[src/design/led_frame_power_limit_dither_core_assert.svh]
// ----------------------------------------------------------------------------
// led frame power limit dither core: assertion macros
// concurrent checks that compile away under synthesis
// ----------------------------------------------------------------------------
`ifndef LED_FRAME_POWER_LIMIT_DITHER_CORE_ASSERT_SVH
`define LED_FRAME_POWER_LIMIT_DITHER_CORE_ASSERT_SVH

`ifndef SYNTHESIS

// same-cycle implication
`define LFPLD_ASSERT_SAME(label, clk, rst, ante, cons) \
  label: assert property (@(posedge clk) disable iff (rst) (ante) |-> (cons)) \
    else $error("lfpld assertion failed");

// next-cycle implication
`define LFPLD_ASSERT_NEXT(label, clk, rst, ante, cons) \
  label: assert property (@(posedge clk) disable iff (rst) (ante) |=> (cons)) \
    else $error("lfpld assertion failed");

`else

`define LFPLD_ASSERT_SAME(label, clk, rst, ante, cons)
`define LFPLD_ASSERT_NEXT(label, clk, rst, ante, cons)

`endif

`endif

[src/design/lfpld_pkg.sv]
// ----------------------------------------------------------------------------
// lfpld_pkg
// shared types and constants of the led frame power limit dither core
// ----------------------------------------------------------------------------
package lfpld_pkg;

  localparam int DEF_MAX_PIXELS = 64;

  // idle draw of one pixel in mW
  localparam int IDLE_MW_PER_PIXEL = 5;

  // per-channel power weights, applied before the >> 8
  localparam logic [6:0] COEF_RED   = 7'd80;
  localparam logic [6:0] COEF_GREEN = 7'd55;
  localparam logic [6:0] COEF_BLUE  = 7'd75;

  localparam int BUDGET_W = 16;
  localparam int DIV_NUM_W = 24;
  localparam int DIV_STEPS = 8;

  localparam logic [15:0] RST_BUDGET     = 16'd10000;
  localparam logic [7:0]  RST_CORR_RED   = 8'hFF;
  localparam logic [7:0]  RST_CORR_GREEN = 8'hB0;
  localparam logic [7:0]  RST_CORR_BLUE  = 8'hF0;

  typedef enum logic [1:0] {
    REG_BUDGET      = 2'd0,
    REG_CORR_RED    = 2'd1,
    REG_CORR_GREEN  = 2'd2,
    REG_CORR_BLUE   = 2'd3
  } reg_index_t;

  typedef enum logic [3:0] {
    ST_SWEEP,
    ST_LOAD,
    ST_PROD,
    ST_EST,
    ST_REQ,
    ST_CMP,
    ST_DIV,
    ST_GAIN,
    ST_EMIT,
    ST_DRAIN
  } state_t;

  typedef struct packed {
    logic load;
    logic prod;
    logic est;
    logic req;
    logic div_start;
    logic take_target;
    logic take_quot;
    logic gain;
    logic emit;
    logic sweep;
    logic frame_done;
  } cmd_t;

  typedef struct packed {
    logic over_budget;
    logic div_done;
    logic last_issue;
    logic tail_clear;
    logic sweep_last;
  } status_t;

endpackage

[src/design/lfpld_ctrl.sv]
// ----------------------------------------------------------------------------
// lfpld_ctrl
// frame sequencer: load, power estimate, limit, emit, residual clear
// ----------------------------------------------------------------------------
module lfpld_ctrl import lfpld_pkg::*; (
  input  logic    clk,
  input  logic    rst,
  input  logic    start,
  input  logic    frame_end,
  input  status_t status,
  output cmd_t    cmd,
  output logic    busy
);

  state_t state;
  state_t state_next;

  always_ff @(posedge clk) begin
    if (rst) begin
      state <= ST_SWEEP;
    end else begin
      state <= state_next;
    end
  end

  always_comb begin
    state_next = state;
    cmd        = '0;
    busy       = 1'b1;
    unique case (state)
      ST_SWEEP: begin
        cmd.sweep = 1'b1;
        if (status.sweep_last) begin
          state_next = ST_LOAD;
        end
      end
      ST_LOAD: begin
        busy     = 1'b0;
        cmd.load = start;
        if (start && frame_end) begin
          state_next = ST_PROD;
        end
      end
      ST_PROD: begin
        cmd.prod   = 1'b1;
        state_next = ST_EST;
      end
      ST_EST: begin
        cmd.est    = 1'b1;
        state_next = ST_REQ;
      end
      ST_REQ: begin
        cmd.req    = 1'b1;
        state_next = ST_CMP;
      end
      ST_CMP: begin
        if (status.over_budget) begin
          cmd.div_start = 1'b1;
          state_next    = ST_DIV;
        end else begin
          cmd.take_target = 1'b1;
          state_next      = ST_GAIN;
        end
      end
      ST_DIV: begin
        if (status.div_done) begin
          cmd.take_quot = 1'b1;
          state_next    = ST_GAIN;
        end
      end
      ST_GAIN: begin
        cmd.gain   = 1'b1;
        state_next = ST_EMIT;
      end
      ST_EMIT: begin
        cmd.emit = 1'b1;
        if (status.last_issue) begin
          state_next = ST_DRAIN;
        end
      end
      ST_DRAIN: begin
        cmd.frame_done = 1'b1;
        state_next     = status.tail_clear ? ST_SWEEP : ST_LOAD;
      end
      default: begin
        state_next = ST_LOAD;
      end
    endcase
  end

endmodule

[config.mk]
export PLATFORM = sky130hd
export DESIGN_NAME = lfpld_ctrl
export DESIGN_NICKNAME = d
export VERILOG_FILES = /design/src/design/led_frame_power_limit_dither_core_assert.svh /design/src/design/lfpld_pkg.sv /design/src/design/lfpld_ctrl.sv
export SDC_FILE = /design/constraint.sdc
export NUM_CORES = 1
export LEC_CHECK = 0
export BUFFER_PORTS_ARGS = -buffer_cell sky130_fd_sc_hd__buf_2
export CAP_MARGIN = 20
export CORE_AREA = 8 8 45 47
export CTS_CLUSTER_DIAMETER = 80
export DETAILED_ROUTE_END_ITERATION = 16
export DIE_AREA = 0 0 53 55
export PLACE_DENSITY = 0.61
export SYNTH_ARGS = -nofsm -noshare
export SYNTH_HDL_FRONTEND = slang
export SYNTH_SLANG_ARGS = --single-unit
[constraint.sdc]
create_clock -name clk -period 1.3 [get_ports clk]
set_input_delay 0.195 -clock clk [delete_from_list [all_inputs] [get_ports clk]]
set_output_delay 0.195 -clock clk [all_outputs]
set_load 0.02 [all_outputs]
-- Yosys cells after proc, flatten, opt, wreduce, memory -nomap -nowiden
Cells that the tools add are included.
- register bits after elaboration: 4
- output and inout port bits: 12
- word-level logic and storage cells: 38
- equality and inequality tests: 13
- multiplexer cells: 21
- reduce and logical (&&, ||, !) cells: 3
- operators by type and width (kind ; count):
    $pmux 4 s10 ; 1
    $eq 4x3->1 const B ; 4
    $mux 4 ; 4
    $mux 1 ; 15
    $eq 4x2->1 const B ; 2
    $eq 4x4->1 const B ; 2
    $ne 2x2->1 const B ; 4
    $eq 4x1->1 const B ; 1
    $logic_not 4->1 ; 1
    $reduce_and 4->1 ; 1
    $mux 2 ; 1
    $logic_and 1x1->1 ; 1

-- Logic depth before layout (Yosys ltp)
Gate-level depths: netlist (run 1).
- word-level depth: 3
- depth in mapped cells: 4

-- Worst setup path after synthesis (run 1)
Ideal clock, no wire load.
- path kind: reg-to-output
- from: register state[3]
- to: output cmd[5] (netlist bit)
- data arrival time: 1.346 ns
- required time: 1.105 ns
- slack: -0.241 ns
- stages on the path, launching flop included: 3
- cells stage by stage: dfxtp_1 -> and2b_4 -> nor4bb_1
- RTL lines (what ; RTL line ; source):
    start: declaration ; lfpld_ctrl.sv:15 ; state_t state;
    start signal: assignment ; lfpld_ctrl.sv:22 ; state <= state_next;
    end: declaration ; lfpld_ctrl.sv:11 ; output cmd_t cmd,

==> results of run 1 <==
-- final cells by class --
type                            count  share of cell area (%)
Timing Repair Buffer               36                    39.7
Multi-Input combinational cell     35                    40.8
Sequential cell                     4                    12.2
Inverter                            4                    1.92
Tap cell                           16                    2.56
Clock buffer                        3                    2.88
-- Yosys cell counts --
master	instances	area share, %
o221a_4	1	5.7
a31oi_1	1	1.8
dfxtp_1	4	23
nor3_1	4	5.7
a41oi_1	1	2.5
o21a_1	1	2.1
buf_2	2	2.9
or2_1	1	1.8
inv_1	4	4.3
xor2_1	1	2.5
and3_1	2	3.6
and4b_1	1	2.9
o21ai_0	2	2.9
nor2_1	3	3.2
mux2_4	1	4.3
nor2b_1	2	3.6
nand3_1	3	4.3
nand2_1	3	3.2
xnor2_1	1	2.5
nand3b_2	1	3.2
nand2b_1	1	1.8
nor3b_1	1	2.1
a21oi_1	1	1.4
nor2_4	1	3.2
and2b_4	1	2.9
nor4bb_1	1	2.9
-- layer usage --
layer	global-route usage, %	wire [um]	vias up	part of all wire, %
met1	11.2	578	225	41
met4	1.29	6	0	0.42
met2	18.8	743	15	53
met5	0	0	-	0
li1	-	-	235	-
met3	5.88	84	2	5.9
-- worst min path at each step --
| stage | from | end | slack (ps) | cells past startpoint |
|---|---|---|---|---|
| finish | rst | state[3] | 190 | 2 |
| global placement | rst | state[3] | 430 | 2 |
| detailed placement | rst | state[3] | 440 | 2 |
| CTS | rst | state[3] | 190 | 2 |
| floorplan | rst | state[3] | 260 | 1 |
| global route | rst | state[3] | 190 | 2 |
-- report_power, final --
part / internal [W] / switching [W] / leakage, nW
clock network: 0.000104 / 0.0000614 / 0.0138
registers: 0.000163 / 0.0000508 / 0.0355
logic: 0.000509 / 0.000395 / 0.318
-- kinds of logic after synthesis --
family	Yosys count
AOI/OAI and AO/OA	7
xor gates and xnor gates	2
buffers and inverters	6
DFF	4
muxes	1
and+or+nand+nor	25
-- through the flow --
step / setup TNS, ps / setup WS, ps / total power (W)
after floorplan: -47.5 / -47.5 / 0.000577
after global placement: -22.5 / -22.5 / 0.000814
after detailed placement: -75.6 / -75.6 / 0.000821
after CTS: -962 / -122 / 0.00119
after global routing: -1690 / -177 / 0.00137
final: -997 / -134 / 0.00128
-- what timing repair did --
| action | 4_1_cts | 5_1_grt |
|---|---|---|
| pin swaps | 9 | 1 |
| endpoints found under the setup margin | 13 | 13 |
| setup buffers | 3 | 1 |
| gates resized for setup | 40 | 9 |
==> metrics.md, run 1 <==
| Metric | Value |
|---|---|
| Synth Register Bits | 4 |
| Max IR drop VDD | 0.995 mV |
| Violated checks | negative setup slack |
| Final worst slack | -134 ps |
| Synth Cell Area | around 350 um^2 |
| Crit path kind | reg2out |
| Final period util | 110% |
| Synth cell types | 26 |
| Antenna cells | 0 |
| Reg with most FFs | state |
| CTS Buffer Depth | 2 |
| FF-to-FF path depth | 4 |
| CP Buf/Inv Count | 2 |
| Clk sinks | 4 |
| First-pass GRT wire length | 2300 um |
| FILL cells | 125 |
| Worst skew pair latency | between 200 and 250 ps |
| Routed len/inst | between 10 and 15 um |
| GR Util All Layers | about a tenth |
| Total CTS buffers | 3 |
| Die Footprint | slightly below 3000 um^2 |
| RR Startpoint | state[0] |
| Crit-path max cell delay | 350 ps |
| H-tree Lvls | 1 |
| Post-synthesis compound-gate area fraction | ~16% |
| Post-Synth Adder-Cell Area | 0% |
| Final setup fails | 12 |
| Synth Area per Inst | just under 8 um^2 |
| WP data required | 1110 ps |
| Row count | 14 |
| Commonest cells after routing, fill and taps aside | 16 x buf_6, 12 x buf_4, 8 x buf_2, 4 x dfxtp_4 |
| Total of max-cap violations | 0 |
| Leakage | approximately 0.37 nW |
| Worst-path fanout max | 4 |
| Core area | 1380 um^2 |
| Hold-fix buffers, CTS | 0 |
| 1st-pass router iterations | 4 |
| DIE HEIGHT | 55 um |
| Width of the chip | 53 um |
| Multi-input logic area | 319 um^2 |
| WL final | 1410 um |
| Number of global-route vias before repair | around 500 |
| CP max-delay cell | dfxtp_4 |
| CTS tree | built |
| Crit start category | flop |
| CP endpoint | cmd[1] |
| Layout Utilization | between 50% and 60% |
| Final min period | around 1400 ps |
| Clk_skew | 4.75 ps |
| Root buf cell | clkbuf_4 |
| Placed cell area | 567 um^2 |
| Worst setup EP type | output pin |
| Total number of vias | 477 |
| Iter 0 DRT Violations | 11 |
| Pwr dens | 1640 nW/um^2 |
| Yosys warns | 0 |
| Area Growth Syn to Fin | 123% |
| Fmax | about 700 MHz |
| Largest net degree at the start of global routing | 7 |
| Post-DP HPWL | 933 um |
| RePlAce Congestion | 0.827 |
| I/O Buffers | 20 |
| Residual DRC | 0 |
| Crit path from | state[0] |
| Hold Violations, Final | 0 |
| Slew HR | between 80% and 90% |
| Clk pin slew, worst setup/hold paths | 40 ps |
| Status | finished with violations |
| Non-Filler Instances | 98 |
| Max FFs per register | 4 |
| Least-Margin Pin Slew | approximately 230 ps |
| XOR/XNOR Fraction of Synth Area | 5.00% |
| Final instance area | around 780 um^2 |
| Largest regs | state (4) |
| Antenna viol nets, final | 0 |
| Final net count | 93 |
| Reg2reg end | state[1] |
| Placed cell count | a little over 90 |
| Largest family of logic cells by synthesized area | simple AND/OR/NAND/NOR gates |
| Initial Utilization | 25.3% |
| Post-Syn Instances | 45 |
| Worst hold path type | in2reg |
| Gr ovfl total | 0 |
| Fraction of layout cells with a size suffix above 1 | between 70 and 80% |
| Worst EP arrival | 1240 ps |
| RSZ-0062 raised after global routing | yes |
| Reg2Reg Setup Slack | -50 ps |
| WP depth | 4 |
| Reg area | 95.1 um^2 |
| Ports | 21 |
| Delay-heaviest family, CP | simple AND/OR/NAND/NOR gates |
| Initial antenna violation count | 0 |
| Synthesized Nets | 54 |
| Slew Limit Fails | 0 |
| Synth Area in Simple Gates | 44.3% |
| WHS | between 150 and 200 ps |
| Mux share of post-synthesis cell area | under 10% |
| Leading cell type in the layout, fill and taps excluded | buf_6 |
| Crit-path cells | or2_4, buf_6, nor3_2, buf_4 |
| Vias per cell | 4.87 |
| Sequential element share of the synthesized area | 22.9% |
Power figures use the tool's default switching activity.
==> run 2: changes to the inputs <==
- PLACE_DENSITY: 0.61 -> 0.59
- clock period: 1.3 -> 1.6 ns (I/O delays scaled with it)
==> metrics.md, run 2 (synthesis gave the netlist of run 1 again) <==
| Metric | Value |
|---|---|
| Routed len/inst | 12.1 um |
| Width of the chip | 53 um |
| Iter 0 DRT Violations | 7 |
| Total CTS buffers | 3 |
| Final instance area | between 500 and 600 um^2 |
| Crit-path max cell delay | 350 ps |
| DIE HEIGHT | 55 um |
| Worst setup EP type | output pin |
| Worst EP arrival | 1290 ps |
| Final setup fails | 0 |
| WL final | 1010 um |
| Largest regs | state (4) |
| CTS tree | built |
| Comb pwr share | 55.2% |
| Net switching power | 0.000295 W |
| Hold Path Depth | 2 |
| Non-Filler Instances | 84 |
| Total of max-cap violations | 0 |
| Initial Utilization | around a quarter |
| RSZ-0062 raised after global routing | no |
| Vias per cell | 4.68 |
| Crit start category | flop |
| Ports | 21 |
| WP data required | roughly 1400 ps |
| Final min period | approximately 1500 ps |
| Total power | approximately 0.0007 W |
| Post-DP HPWL | roughly 800 um |
| Final net count | 79 |
| Status | completed |
| First-pass GRT wire length | 1730 um |
| Clk_skew | 0.854 ps |
| Least-Margin Pin Slew | 216 ps |
| Reg power frac | 26.8% |
| WHS | 233 ps |
| Clk pin slew, worst setup/hold paths | 40 ps |
| Antenna viol nets, final | 0 |
| Initial antenna violation count | 0 |
| GR Util All Layers | ~8% |
| Core area | between 1000 and 1500 um^2 |
| Total number of vias | 393 |
| Fmax | 655 MHz |
| Share of total power in the clock network | 18.0% |
| Die Footprint | slightly below 3000 um^2 |
| Residual DRC | 0 |
| Root buf cell | clkbuf_4 |
| Reg with most FFs | state |
| Post-CTS setup buffers | 0 |
| Row count | 14 |
| Area Growth Syn to Fin | 46.8% |
| Worst hold path type | in2reg |
| Final period util | 95.4% |
| Worst min-delay path startpoint | rst |
| Slew HR | 85.4% |
| Slew Limit Fails | 0 |
| Int Power | 0.000397 W |
| FF-to-FF path depth | 4 |
| Pwr dens | approximately 1300 nW/um^2 |
| Number of global-route vias before repair | 409 |
| Crit-path cells | or2_1, nor3b_1, buf_2 |
| Commonest cells after routing, fill and taps aside | 19 x buf_2, 4 x inv_1, 4 x nor3_1 |
| Reg2reg end | state[1] |
| Leakage | 0.272 nW |
| Leading cell type in the layout, fill and taps excluded | buf_2 |
| Placed cell area | around 480 um^2 |
| H-tree Lvls | 1 |
| Max FFs per register | 4 |
| RR Startpoint | state[1] |
| Clk sinks | 4 |
| Largest net degree at the start of global routing | 11 |
| Worst skew pair latency | 230 ps |
| Hold EP | state[3] |
| Setup TNS | 0 ps |
| Fraction of layout cells with a size suffix above 1 | 51.5% |
| Crit path kind | reg2out |
| Max IR drop VDD | 0.409 mV |
| CP max-delay cell | dfxtp_2 |
| CTS Buffer Depth | 2 |
| Placed cell count | 81 |
| Sw frac | 42.6% |
| Hold Violations, Final | 0 |
| Hold-fix buffers, CTS | 0 |
| RePlAce Congestion | 0.727 |
| Reg2Reg Setup Slack | 250 ps |
| 1st-pass router iterations | 4 |
| Gr ovfl total | 0 |
| I/O Buffers | 20 |
| Worst-path fanout max | 8 |
| Antenna cells | 0 |
run 2: metal layers:
| layer | share of wire [%] | wire (um) | global-route usage (%) |
|---|---|---|---|
| met2 | 47 | 475 | 12.1 |
| met3 | 4.3 | 44 | 1.60 |
| met4 | 1.2 | 12 | 6.47 |
| met5 | 0 | 0 | 0 |
| met1 | 47 | 480 | 9.15 |
run 2: critical path, delay by kind of cell (launching register included):
kind,cells,cell delay [ps]
buffers and inverters,1,190
and+or+nand+nor,2,510
DFF,1,350
run 2: power groups by stage:
stage / registers, W / clock network [W] / logic [W]
3_5_place_dp: 0.000180 / 0 / 0.000377
5_1_grt: 0.000193 / 0.000135 / 0.000415
4_1_cts: 0.000184 / 0.000133 / 0.000379
6_report: 0.000185 / 0.000124 / 0.000382
2_1_floorplan: 0.000154 / 0 / 0.000300
3_3_place_gp: 0.000178 / 0 / 0.000379
run 2: cell type report:
type	count	area, um^2
fill	150	870
multi-input combinational	35	251
timing repair buffer	22	118
sequential	4	87.6
clock buffer	3	22.5
tap	16	20.0
inverter	4	15.0
run 2: worst max path at each step:
stage | from | end | slack (ps) | cells past startpoint
2_1_floorplan | state[3] | cmd[5] | 10 | 2
3_3_place_gp | state[1] | state[1] | 160 | 4
3_5_place_dp | state[1] | state[1] | 130 | 4
4_1_cts | state[3] | cmd[5] | 10 | 3
5_1_grt | state[0] | cmd[7] | 6 | 3
6_report | state[0] | cmd[7] | 70 | 3
run 2: what timing repair did:
item | CTS | global route
pin swaps | 1 | 0
gates resized for setup | 3 | 4
setup endpoints to repair | 2 | 2
run 2: per-stage QoR:
step / util, % / worst slack [ps]
6_report: 37.2 / 73.0
5_1_grt: 37.2 / 5.59
4_1_cts: 36.3 / 13.3
3_5_place_dp: 34.4 / 130
3_3_place_gp: 34.4 / 157
2_1_floorplan: - / 13.8
